$ cat src/rtl/lawsplit_pkg.sv
// Package with the constants, types and command/status structs of the large-array work splitter.
`timescale 1ns / 1ps
package lawsplit_pkg;

  localparam int unsigned PieceShift  = 12;
  localparam int unsigned AddrBits    = 44;
  localparam int unsigned AddrW       = 44;
  localparam int unsigned SizeW       = 34;
  localparam int unsigned MidW        = AddrW + 1;
  localparam int unsigned UnitW       = SizeW - PieceShift;
  localparam int unsigned MaxHalvings = 23;
  localparam int unsigned HcntW       = $clog2(MaxHalvings + 1);

  localparam logic [SizeW-1:0] PieceSize =
    {{(SizeW - PieceShift - 1){1'b0}}, 1'b1, {PieceShift{1'b0}}};
  localparam logic [AddrW-1:0] AddrMask =
    (AddrBits >= AddrW) ? {AddrW{1'b1}} : AddrW'((64'd1 << AddrBits) - 64'd1);
  localparam logic [HcntW-1:0] HcntLast = HcntW'(MaxHalvings - 1);

  typedef enum logic [2:0] {
    StIdle,
    StSetup,
    StTail,
    StMid,
    StLead
  } state_e;

  typedef enum logic [1:0] {
    SelTail,
    SelMid,
    SelLead
  } sel_e;

  typedef struct packed {
    logic load;
    logic setup;
    logic emit;
    sel_e sel;
  } cmd_t;

  typedef struct packed {
    logic tail_nz;
    logic rem_nz;
    logic rem_last;
    logic slot_free;
  } stat_t;

endpackage

$ cat src/rtl/lawsplit_dp.sv
// Datapath of the work splitter: array registers, split arithmetic and the output register.
`timescale 1ns / 1ps
module lawsplit_dp (
  input  logic                            clk_i,
  input  logic                            rst_ni,
  input  lawsplit_pkg::cmd_t              cmd_i,
  output lawsplit_pkg::stat_t             stat_o,
  input  logic [lawsplit_pkg::AddrW-1:0]  array_start_i,
  input  logic [lawsplit_pkg::SizeW-1:0]  array_size_i,
  input  logic                            finalizable_i,
  output logic                            piece_valid_o,
  input  logic                            piece_ready_i,
  output logic [lawsplit_pkg::AddrW-1:0]  piece_addr_o,
  output logic [lawsplit_pkg::SizeW-1:0]  piece_size_o,
  output logic                            piece_kind_o,
  output logic                            piece_finalizable_o,
  output logic                            last_piece_o
);
  import lawsplit_pkg::*;

  logic [AddrW-1:0]      start_q;
  logic [SizeW-1:0]      size_q;
  logic                  fin_q;
  logic [MidW-1:0]       mid_start_q;
  logic [UnitW-1:0]      rem_q, rem_d;
  logic [PieceShift-1:0] tail_q;
  logic [SizeW-1:0]      lead_q;
  logic [HcntW-1:0]      hcnt_q, hcnt_d;

  logic [SizeW-1:0]      lead_nrm;
  logic [SizeW-1:0]      body;
  logic                  one_piece;
  logic [UnitW-1:0]      half_u, part_u, new_u;
  logic                  capped;

  logic                  out_valid_q;
  logic [AddrW-1:0]      out_addr_q;
  logic [SizeW-1:0]      out_size_q;
  logic                  out_kind_q, out_fin_q, out_last_q;
  logic [MidW-1:0]       emit_sum;
  logic [SizeW-1:0]      emit_size;
  logic                  emit_kind;

  always_comb begin
    lead_nrm  = PieceSize - SizeW'(start_q[PieceShift-1:0]);
    one_piece = (size_q <= PieceSize);
    body      = size_q - lead_nrm;
    half_u    = rem_q >> 1;
    capped    = (hcnt_q == HcntLast);
    part_u    = capped ? rem_q : (rem_q - half_u);
    new_u     = capped ? '0 : half_u;
  end

  always_comb begin
    emit_sum  = MidW'(start_q);
    emit_size = lead_q;
    emit_kind = 1'b1;
    unique case (cmd_i.sel)
      SelTail: begin
        emit_sum  = mid_start_q + MidW'({rem_q, {PieceShift{1'b0}}});
        emit_size = SizeW'(tail_q);
        emit_kind = 1'b0;
      end
      SelMid: begin
        emit_sum  = mid_start_q + MidW'({new_u, {PieceShift{1'b0}}});
        emit_size = {part_u, {PieceShift{1'b0}}};
        emit_kind = 1'b0;
      end
      SelLead: begin
        emit_sum  = MidW'(start_q);
        emit_size = lead_q;
        emit_kind = 1'b1;
      end
      default: begin
        emit_sum  = MidW'(start_q);
        emit_size = lead_q;
        emit_kind = 1'b1;
      end
    endcase
  end

  always_comb begin
    rem_d  = rem_q;
    hcnt_d = hcnt_q;
    if (cmd_i.setup) begin
      rem_d  = one_piece ? '0 : body[SizeW-1:PieceShift];
      hcnt_d = '0;
    end else if (cmd_i.emit && (cmd_i.sel == SelMid)) begin
      rem_d  = new_u;
      hcnt_d = hcnt_q + HcntW'(1);
    end
  end

  always_ff @(posedge clk_i) begin
    rem_q  <= rem_d;
    hcnt_q <= hcnt_d;
    if (cmd_i.load) begin
      start_q <= array_start_i;
      size_q  <= array_size_i;
      fin_q   <= finalizable_i;
    end
    if (cmd_i.setup) begin
      mid_start_q <= MidW'(start_q) + MidW'(lead_nrm);
      tail_q      <= one_piece ? '0 : body[PieceShift-1:0];
      lead_q      <= one_piece ? size_q : lead_nrm;
    end
    if (cmd_i.emit) begin
      out_addr_q <= emit_sum[AddrW-1:0] & AddrMask;
      out_size_q <= emit_size;
      out_kind_q <= emit_kind;
      out_fin_q  <= fin_q;
      out_last_q <= (cmd_i.sel == SelLead);
    end
  end

  always_ff @(posedge clk_i or negedge rst_ni) begin
    if (!rst_ni) begin
      out_valid_q <= 1'b0;
    end else if (cmd_i.emit) begin
      out_valid_q <= 1'b1;
    end else if (piece_ready_i) begin
      out_valid_q <= 1'b0;
    end
  end

  assign stat_o.tail_nz   = (tail_q != '0);
  assign stat_o.rem_nz    = (rem_q != '0);
  assign stat_o.rem_last  = capped || (half_u == '0);
  assign stat_o.slot_free = !out_valid_q || piece_ready_i;

  assign piece_valid_o       = out_valid_q;
  assign piece_addr_o        = out_addr_q;
  assign piece_size_o        = out_size_q;
  assign piece_kind_o        = out_kind_q;
  assign piece_finalizable_o = out_fin_q;
  assign last_piece_o        = out_last_q;

endmodule

$ cat src/rtl/lawsplit_ctrl.sv
// Controller state machine that sequences the trailing, middle and leading pieces.
`timescale 1ns / 1ps
module lawsplit_ctrl (
  input  logic                 clk_i,
  input  logic                 rst_ni,
  input  logic                 array_valid_i,
  output logic                 array_ready_o,
  input  lawsplit_pkg::stat_t  stat_i,
  output lawsplit_pkg::cmd_t   cmd_o
);
  import lawsplit_pkg::*;

  state_e state_q, state_d;

  always_ff @(posedge clk_i or negedge rst_ni) begin
    if (!rst_ni) begin
      state_q <= StIdle;
    end else begin
      state_q <= state_d;
    end
  end

  always_comb begin
    state_d       = state_q;
    array_ready_o = 1'b0;
    cmd_o         = '{load: 1'b0, setup: 1'b0, emit: 1'b0, sel: SelLead};
    unique case (state_q)
      StIdle: begin
        array_ready_o = 1'b1;
        if (array_valid_i) begin
          cmd_o.load = 1'b1;
          state_d    = StSetup;
        end
      end
      StSetup: begin
        cmd_o.setup = 1'b1;
        state_d     = StTail;
      end
      StTail: begin
        cmd_o.sel = SelTail;
        if (!stat_i.tail_nz) begin
          state_d = stat_i.rem_nz ? StMid : StLead;
        end else if (stat_i.slot_free) begin
          cmd_o.emit = 1'b1;
          state_d    = stat_i.rem_nz ? StMid : StLead;
        end
      end
      StMid: begin
        cmd_o.sel = SelMid;
        if (stat_i.slot_free) begin
          cmd_o.emit = 1'b1;
          state_d    = stat_i.rem_last ? StLead : StMid;
        end
      end
      StLead: begin
        cmd_o.sel = SelLead;
        if (stat_i.slot_free) begin
          cmd_o.emit = 1'b1;
          state_d    = StIdle;
        end
      end
      default: begin
        state_d = StIdle;
      end
    endcase
  end

endmodule

$ cat src/rtl/large_array_work_splitter.sv
// Top level of the large-array work splitter: controller, datapath and checks.
// First piece: an accepted array passes the setup state, then the trailing state, which
// sends the first piece at the soonest; with no trailing part it comes from the middle or leading state.
// Throughput: one array at a time; after the load and the setup state the trailing state is
// always visited, piece sent or not, and the rest leave at one a cycle while the output
// slot is free.
// Reset: rst_ni clears the state machine and the output valid flag; no piece is pending.
`timescale 1ns / 1ps
module large_array_work_splitter (
  input  logic                            clk_i,
  input  logic                            rst_ni,
  input  logic                            array_valid_i,
  output logic                            array_ready_o,
  input  logic [lawsplit_pkg::AddrW-1:0]  array_start_i,
  input  logic [lawsplit_pkg::SizeW-1:0]  array_size_i,
  input  logic                            finalizable_i,
  output logic                            piece_valid_o,
  input  logic                            piece_ready_i,
  output logic [lawsplit_pkg::AddrW-1:0]  piece_addr_o,
  output logic [lawsplit_pkg::SizeW-1:0]  piece_size_o,
  output logic                            piece_kind_o,
  output logic                            piece_finalizable_o,
  output logic                            last_piece_o
);
  import lawsplit_pkg::*;

  cmd_t  cmd;
  stat_t stat;

  lawsplit_ctrl u_ctrl (
    .clk_i         (clk_i),
    .rst_ni        (rst_ni),
    .array_valid_i (array_valid_i),
    .array_ready_o (array_ready_o),
    .stat_i        (stat),
    .cmd_o         (cmd)
  );

  lawsplit_dp u_dp (
    .clk_i               (clk_i),
    .rst_ni              (rst_ni),
    .cmd_i               (cmd),
    .stat_o              (stat),
    .array_start_i       (array_start_i),
    .array_size_i        (array_size_i),
    .finalizable_i       (finalizable_i),
    .piece_valid_o       (piece_valid_o),
    .piece_ready_i       (piece_ready_i),
    .piece_addr_o        (piece_addr_o),
    .piece_size_o        (piece_size_o),
    .piece_kind_o        (piece_kind_o),
    .piece_finalizable_o (piece_finalizable_o),
    .last_piece_o        (last_piece_o)
  );

  a_one_array: assert property (@(posedge clk_i) disable iff (!rst_ni)
    array_valid_i && array_ready_o |=> !array_ready_o)
    else $error("A second array beat was taken while one was being split.");

  a_last_is_scan: assert property (@(posedge clk_i) disable iff (!rst_ni)
    piece_valid_o && last_piece_o |-> piece_kind_o)
    else $error("The final piece of an array was not a scan-now piece.");

  a_pushed_nonzero: assert property (@(posedge clk_i) disable iff (!rst_ni)
    piece_valid_o && !piece_kind_o |-> (piece_size_o != '0) && !last_piece_o)
    else $error("A pushed piece was empty or flagged as the final piece.");

endmodule
$ cat config.mk
export PLATFORM = sky130hd
export DESIGN_NAME = large_array_work_splitter
export DESIGN_NICKNAME = d
export VERILOG_FILES = /design/src/rtl/lawsplit_pkg.sv /design/src/rtl/lawsplit_dp.sv /design/src/rtl/lawsplit_ctrl.sv /design/src/rtl/large_array_work_splitter.sv
export SDC_FILE = /design/constraint.sdc
export NUM_CORES = 1
export LEC_CHECK = 0
export BUFFER_PORTS_ARGS = -buffer_cell sky130_fd_sc_hd__buf_4
export CAP_MARGIN = 25
export CORE_MARGIN = 10
export CORE_UTILIZATION = 30
export CTS_BUF_LIST = sky130_fd_sc_hd__clkbuf_2
export CTS_CLUSTER_SIZE = 8
export DETAILED_ROUTE_END_ITERATION = 6
export PLACE_DENSITY_LB_ADDON = 0.1
export REMOVE_ABC_BUFFERS = 1
export SETUP_SLACK_MARGIN = 0.02
export SLEW_MARGIN = 20
export SYNTH_ARGS = -nofsm -noshare
export SYNTH_HDL_FRONTEND = slang
export SYNTH_SLANG_ARGS = --single-unit
export TNS_END_PERCENT = 10
$ cat constraint.sdc
create_clock -name clk_i -period 5 [get_ports clk_i]
set_input_delay 1.25 -clock clk_i [delete_from_list [all_inputs] [get_ports clk_i]]
set_output_delay 1.25 -clock clk_i [all_outputs]
set_load 0.01 [all_outputs]
==> results of run 1 <==
## logic make-up (layout without fill, tap and decap cells)
group	after synthesis	in the layout
compound gates	282	282
xor+xnor	135	135
fa+ha+maj	93	93
buf+inv	120	387
flops	280	280
mux	10	10
other cells	1	22
simple gates	485	485
## registers in the layout, summed over array words and instances, names as in the netlist
name / count
u_ctrl.state_q: 3
u_dp.rem_q: 22
u_dp.piece_addr_o: 44
u_dp.hcnt_q: 5
u_dp.tail_q: 12
u_dp.size_q: 34
u_dp.piece_valid_o: 1
u_dp.mid_start_q: 43
u_dp.piece_kind_o: 1
u_dp.piece_size_o: 34
u_dp.start_q: 44
u_dp.piece_finalizable_o: 1
u_dp.lead_q: 34
u_dp.last_piece_o: 1
u_dp.fin_q: 1
## cell usage in the layout (no fill, tap or decap), drive strengths merged, types with 9 or more instances in the layout
master,netlist,final
ha,88,88
buf,7,183
or3,10,10
a21o,16,16
nor4,10,10
conb,1,21
nand3,36,36
a21oi,65,65
nor2,107,107
o211ai,9,9
clkbuf,47,109
xnor2,78,78
xor2,57,57
nand3b,17,17
clkinv,0,24
o21ai,94,94
and2,11,11
and3,17,17
o22ai,24,24
nand2,166,166
nand4,29,29
nand2b,14,14
inv,66,70
nor3,26,26
mux2i,10,10
edfxtp,271,271
## routing by layer
| layer | track usage | vias up | share of wire |
|---|---|---|---|
| met2 | 0.247 | 271 | 0.49 |
| met4 | 0.0592 | 0 | 0.024 |
| li1 | - | 5624 | - |
| met5 | 0 | - | 0 |
| met3 | 0.0309 | 78 | 0.048 |
| met1 | 0.177 | 5321 | 0.44 |
## worst reg2reg max path, delay by kind of cell (launching register included)
family,cells,cell delay [ps]
compound gates,6,1760
simple gates,4,1150
fa+ha+maj,2,660
flops,1,450
buf+inv,2,380
## how the worst min path moves through the flow
stage	startpoint	end	slack, ps	cells after the start
after CTS	array_start_i[1]	u_dp.start_q[1]	230	1
after detailed placement	u_dp.fin_q	u_dp.piece_finalizable_o	410	0
after global placement	u_dp.fin_q	u_dp.piece_finalizable_o	410	0
after floorplan	u_dp.fin_q	u_dp.piece_finalizable_o	400	0
final	array_start_i[1]	u_dp.start_q[1]	410	1
after global routing	array_start_i[1]	u_dp.start_q[1]	290	1
## where the power goes
part / total, µW / switching, µW / leakage [µW] / internal (µW)
combinational: 6070 / 3670 / 0.00393 / 2400
sequential: 4030 / 362 / 0.00262 / 3670
clock: 1610 / 1020 / 0.000519 / 590
total: 11700 / 5050 / 0.00707 / 6660
## area by class of cell
type | count | share of cell area
flip-flops and latches | 280 | 0.459
clock buffers | 109 | 0.0301
clock inverters | 28 | 0.00607
diodes | 1 | 0.000138
well taps | 672 | 0.0463
repair buffers | 184 | 0.0769
inverters | 66 | 0.0137
multi-input cells | 1026 | 0.367
## through the flow
stage          utilization  worst slack [ps]  area, µm²  cells  TNS (ps)
2_1_floorplan            -             -6570      15200   1372   -556930
3_3_place_gp         0.347               506      17500   2226         0
3_5_place_dp         0.347               431      17500   2227         0
4_1_cts              0.360               379      18200   2365         0
5_1_grt              0.360              21.9      18200   2366         0
6_report             0.360               348      18200   2366         0
==> out/metrics.yaml, run 1 <==
synthesis:
  synth-async-reset-ratio: 0.0143
  synth_flop_cell: "edfxtp_1"
  synth.distinct_cells: 74
  synth_cells: 1406
  synth_top_family_by_area: "simple AND/OR/NAND/NOR gates"
  yosys-mux-area-fraction: 0.00651
  postSynthAreaPerCell_um2: 10.9
  synth_area_leader_cell: "edfxtp_1"
  synth_common_cells: "edfxtp_1, nand2_1, nor2_1"
  synth_fa_ha_area_frac: 0.0768
  syn-cell-area_mm2: 0.0154
  synth_compound_area_frac: 0.115
  synth_area_leaders: "edfxtp_1, ha_1, xnor2_1, nand2_1, xor2_1"
  yosysWarnings: 0
  synthXorXnorAreaFrac: 0.0769
  synth_most_common_cell: "edfxtp_1"
  yosysTopAreaCellShare: 0.529
  seq_area_frac_synth: 0.542
  synthSimpleGateAreaFrac: 0.153
  synth_edf_count: 271
  ys_seq_elements: 280
setup_path:
  cp-end-kind: "register"
  ff2ff_setup_slack_ps: 350
  crit_type: "reg -> reg"
  crit_chain: "inv_1 -> ha_1 -> nor3b_1 -> buf_4 -> nor3b_1 -> ha_1 -> nand2b_1 -> a221oi_2 -> a2111oi_1 -> a221o_1 -> a311o_1 -> or2_1 -> o311a_1 -> a221o_1"
  critPathBufInv: 2
  critPathMaxStageDelay_ps: 470
  arrival_ps: 5400
  cp_top_family: "compound AO/OA/AOI/OAI gates"
  crit_start: "u_dp.start_q[0]"
  cp-endpoint: "u_dp.rem_q[10]"
  worst-r2r-cell-count: 14
  path_max_fanout: 10
  cp.required_ps: 5740
  timing.rr.start: "u_dp.start_q[0]"
  path_depth: 14
  start_kind: "register"
  r2r-end: "u_dp.rem_q[10]"
  cp_slowest_cell: "a311o_1"
clock_tree:
  cts.clk_slew.worst_paths_ps: 130
  cts_root_buffer: "clkbuf_2"
  clock-sinks: 280
  cts_max_level: 3
  post_cts_buffers: 0
  cts_resized: 0
  clock_path_buffers: 3
  postCtsHoldBufs: 1
  cts_made_buffers: 79
  cts_tree: "done"
  clock_insertion_delay_worst_skew_ps: 1010
power_and_ir_drop:
  power_uw: 11700
  total_leakage_power_uw: 0.00707
  power.density_mw_per_mm2: 645
  peakVddDrop_mv: 0.211
global_routing:
  grt_max_degree: 64
  grt-ovfl-total: 0
  grt_pass1_wl_mm: 68.1
  track_usage: 0.146
  antenna_found_initial: 1
  first_global_vias: 11705
floorplanning:
  core_mm2: 0.0504
  start_util: 0.305
  die_area_mm2: 0.0607
  rows: 82
  io_pins: 166
  die_h_um: 246
  die_w_um: 246
drt:
  drc: 0
  viasPerCell: 4.77
  num_vias: 11294
  wl_per_cell_um: 18.8
  ant_nets: 0
  drt_iter0_markers: 588
  dr.pass1.iters: 5
  routed_wl_mm: 44.5
place:
  hpwl_mm: 32.5
  gp_congestion: 0.866
  io_buffer_count: 165
sta:
  fmax_mhz: 215
  setup_viol: 0
  max-slew-margin-rel: 0.393
  tightest_slew_ps: 911
  rsz0062_at_grt: "false"
  finalCriticalPeriod_ps: 4650
  holdWs_ps: 405
  hold_viol: 0
  fin_skew_ps: 76.7
  fin_crit_sh: 0.930
  maxSlewViolCount: 0
run_status:
  status: "complete, no violations"
cells_and_area:
  nets: 1811
  final-seq-area_mm2: 0.00834
  drive_gt1_frac: 0.188
  num-fill-cells: 5113
  multi_input_area_mm2: 0.00667
  syn_to_final_growth_pct: 18.1
run:
  drv_cap: 0
min_path:
  hold_path.class: "in -> reg"
Power figures use the tool's default switching activity.
==> run 2, diff against run 1 <==
--- a/config.mk
+++ b/config.mk
@@ -5,6 +5,7 @@
 export SDC_FILE = /design/constraint.sdc
 export NUM_CORES = 1
 export LEC_CHECK = 0
+export ABC_AREA = 1
 export BUFFER_PORTS_ARGS = -buffer_cell sky130_fd_sc_hd__buf_4
 export CAP_MARGIN = 25
 export CORE_MARGIN = 10
==> constraint.sdc (replaced) <==
create_clock -name clk_i -period 6 [get_ports clk_i]
set_input_delay 1.5 -clock clk_i [delete_from_list [all_inputs] [get_ports clk_i]]
set_output_delay 1.5 -clock clk_i [all_outputs]
set_load 0.01 [all_outputs]
==> out/metrics.yaml, run 2 <==
drt:
  wl_per_cell_um: 19.3  # was 18.8 µm
  drt_iter0_markers: 1018  # was 588
  ant_nets: 0  # unchanged
  drc: 0  # unchanged
  dr.pass1.iters: 5  # unchanged
  routed_wl_mm: 61.5  # was 44.5 mm
  viasPerCell: 4.79  # was 4.77
  num_vias: 15252  # was 11294
cells_and_area:
  syn_to_final_growth_pct: 17.1  # was 18.1%
  final_common_cell: "nand2_1"  # was edfxtp_1
  nets: 2534  # was 1811
  final_cell_mix: "nand2_1, edfxtp_1, inv_1"  # was edfxtp_1, buf_4, nand2_1
  stdcell_area_mm2: 0.0205  # was 0.0182 mm²
  drive_gt1_frac: 0.144  # was 0.188
sta:
  setup_viol: 0  # unchanged
  fin_skew_ps: 108  # was 76.7 ps
  maxSlewViolCount: 0  # unchanged
  fin_setup_tns_ps: 0  # unchanged
  finalCriticalPeriod_ps: 4070  # was 4650 ps
  hold_viol: 0  # unchanged
  rsz0062_at_grt: "false"  # unchanged
  tightest_slew_ps: 975  # was 911 ps
  fmax_mhz: 246  # was 215 MHz
  max-slew-margin-rel: 0.349  # was 0.393
  fin_crit_sh: 0.679  # was 0.930
clock_tree:
  cts_max_level: 3  # unchanged
  clock_insertion_delay_worst_skew_ps: 1100  # was 1010 ps
  clock_path_buffers: 3  # unchanged
  cts_root_buffer: "clkbuf_2"  # unchanged
  cts_resized: 0  # unchanged
  cts_tree: "done"  # unchanged
  cts.clk_slew.worst_paths_ps: 110  # was 130 ps
  postCtsHoldBufs: 0  # was 1
  cts_made_buffers: 80  # was 79
  clock-sinks: 280  # unchanged
  post_cts_buffers: 0  # unchanged
power_and_ir_drop:
  peakVddDrop_mv: 0.207  # was 0.211 mV
  total_leakage_power_uw: 0.00906  # was 0.00707 µW
  power.density_mw_per_mm2: 548  # was 645 mW/mm²
setup_path:
  crit_start: "u_dp.hcnt_q[0]"  # was u_dp.start_q[0]
  timing.rr.start: "u_dp.hcnt_q[0]"  # was u_dp.start_q[0]
  worst-r2r-cell-count: 19  # was 14
  crit_type: "reg -> reg"  # unchanged
  cp-endpoint: "u_dp.piece_addr_o[42]"  # was u_dp.rem_q[10]
  cp-end-kind: "register"  # unchanged
  ff2ff_setup_slack_ps: 1930  # was 350 ps
  r2r-end: "u_dp.piece_addr_o[42]"  # was u_dp.rem_q[10]
  start_kind: "register"  # unchanged
  arrival_ps: 4870  # was 5400 ps
  path_max_fanout: 28  # was 10
  cp.required_ps: 6800  # was 5740 ps
synthesis:
  syn-cell-area_mm2: 0.0175  # was 0.0154 mm²
  ys_seq_elements: 280  # unchanged
  synth-async-reset-ratio: 0.0143  # unchanged
  synth.distinct_cells: 53  # was 74
  yosysWarnings: 0  # unchanged
  synth_area_leaders: "edfxtp_1, nand2_1, ha_1, inv_1, nand3_1"  # was edfxtp_1, ha_1, xnor2_1, nand2_1, xor2_1
  yosysTopAreaCellShare: 0.466  # was 0.529
  synth_flop_cell: "edfxtp_1"  # unchanged
  synth_edf_count: 271  # unchanged
  synth_cells: 2116  # was 1406
  synth_most_common_cell: "nand2_1"  # was edfxtp_1
  seq_area_frac_synth: 0.477  # was 0.542
  postSynthAreaPerCell_um2: 8.26  # was 10.9 µm²
  synth_area_leader_cell: "edfxtp_1"  # unchanged
  synth_common_cells: "nand2_1, edfxtp_1, inv_1"  # was edfxtp_1, nand2_1, nor2_1
global_routing:
  grt_max_degree: 82  # was 64
  antenna_found_initial: 3  # was 1
  grt_pass1_wl_mm: 93.8  # was 68.1 mm
  first_global_vias: 15568  # was 11705
  grt-ovfl-total: 0  # unchanged
  track_usage: 0.181  # was 0.146
place:
  place_area_mm2: 0.0197  # was 0.0175 mm²
  hpwl_mm: 48.5  # was 32.5 mm
  gp_congestion: 0.911  # was 0.866
  io_buffer_count: 165  # unchanged
floorplanning:
  die_w_um: 261  # was 246 µm
  core_mm2: 0.0577  # was 0.0504 mm²
  start_util: 0.303  # was 0.305
  rows: 88  # was 82
  die_area_mm2: 0.0683  # was 0.0607 mm²
  die_h_um: 261  # was 246 µm
  io_pins: 166  # unchanged
run_status:
  status: "complete, no violations"  # unchanged
run:
  drv_cap: 0  # unchanged
min_path:
  hold_path.class: "in -> async"  # was in -> reg
run 2: cell families after synthesis:
logic type,count (synthesis),synth area share
simple gates,1087,0.269
buf+inv,308,0.0681
compound gates,306,0.0971
flops,280,0.477
fa+ha+maj,91,0.0665
xor+xnor,43,0.0216
other cells,1,0.000215
run 2: layout make-up:
class,count,area (µm²)
Fill cell,6207,37200
Multi-Input combinational cell,1548,8040
Tap cell,765,957
Clock inverter,25,141
Clock buffer,115,576
Timing Repair Buffer,178,1390
Antenna cell,2,5.00
Inverter,272,1020
Sequential cell,280,8340
run 2: worst min path at each step:
stage,end,slack (ps)
finish,u_ctrl.state_q[0],260
detailed placement,u_dp.piece_finalizable_o,410
global route,u_ctrl.state_q[0],160
floorplan,u_dp.piece_finalizable_o,400
CTS,u_ctrl.state_q[0],110
global placement,u_dp.piece_finalizable_o,400
run 2: through the flow:
step | instances | power (µW) | worst slack, ps | hold slack (ps) | utilization
3_5_place_dp | 3041 | 9880 | 1940 | 407 | 0.341
6_report | 3185 | 11200 | 1930 | 256 | 0.355
2_1_floorplan | 2100 | 7440 | -591 | 400 | -
3_3_place_gp | 3040 | 9880 | 2030 | 402 | 0.341
5_1_grt | 3185 | 12300 | 1580 | 164 | 0.355
4_1_cts | 3181 | 11400 | 1930 | 112 | 0.354
run 2: power breakdown:
group          switching [µW]  leakage [µW]  internal, µW
clock network             880      0.000542           562
logic                    4010       0.00587          2030
registers                 527       0.00264          3210
run 2: worst max-delay path, stage by stage (launching register included):
cell,delay [ps]
dfxtp_1,360
inv_1,80
ha_1,200
nand2_1,60
nor3_1,50
buf_4,200
inv_2,360
nand3_1,110
o21ai_0,160
ha_1,270
inv_1,90
fa_1,400
o21ai_0,390
nand2_1,100
nand2_1,220
nand3_1,200
nand3_1,220
nand3_1,120
nand3_1,90
o21ai_0,80
run 2: per-layer routing:
layer | global-route usage | wire, µm
met4 | 0.0618 | 1440
met3 | 0.0299 | 3190
met1 | 0.235 | 27600
met5 | 0 | 0
met2 | 0.300 | 29300
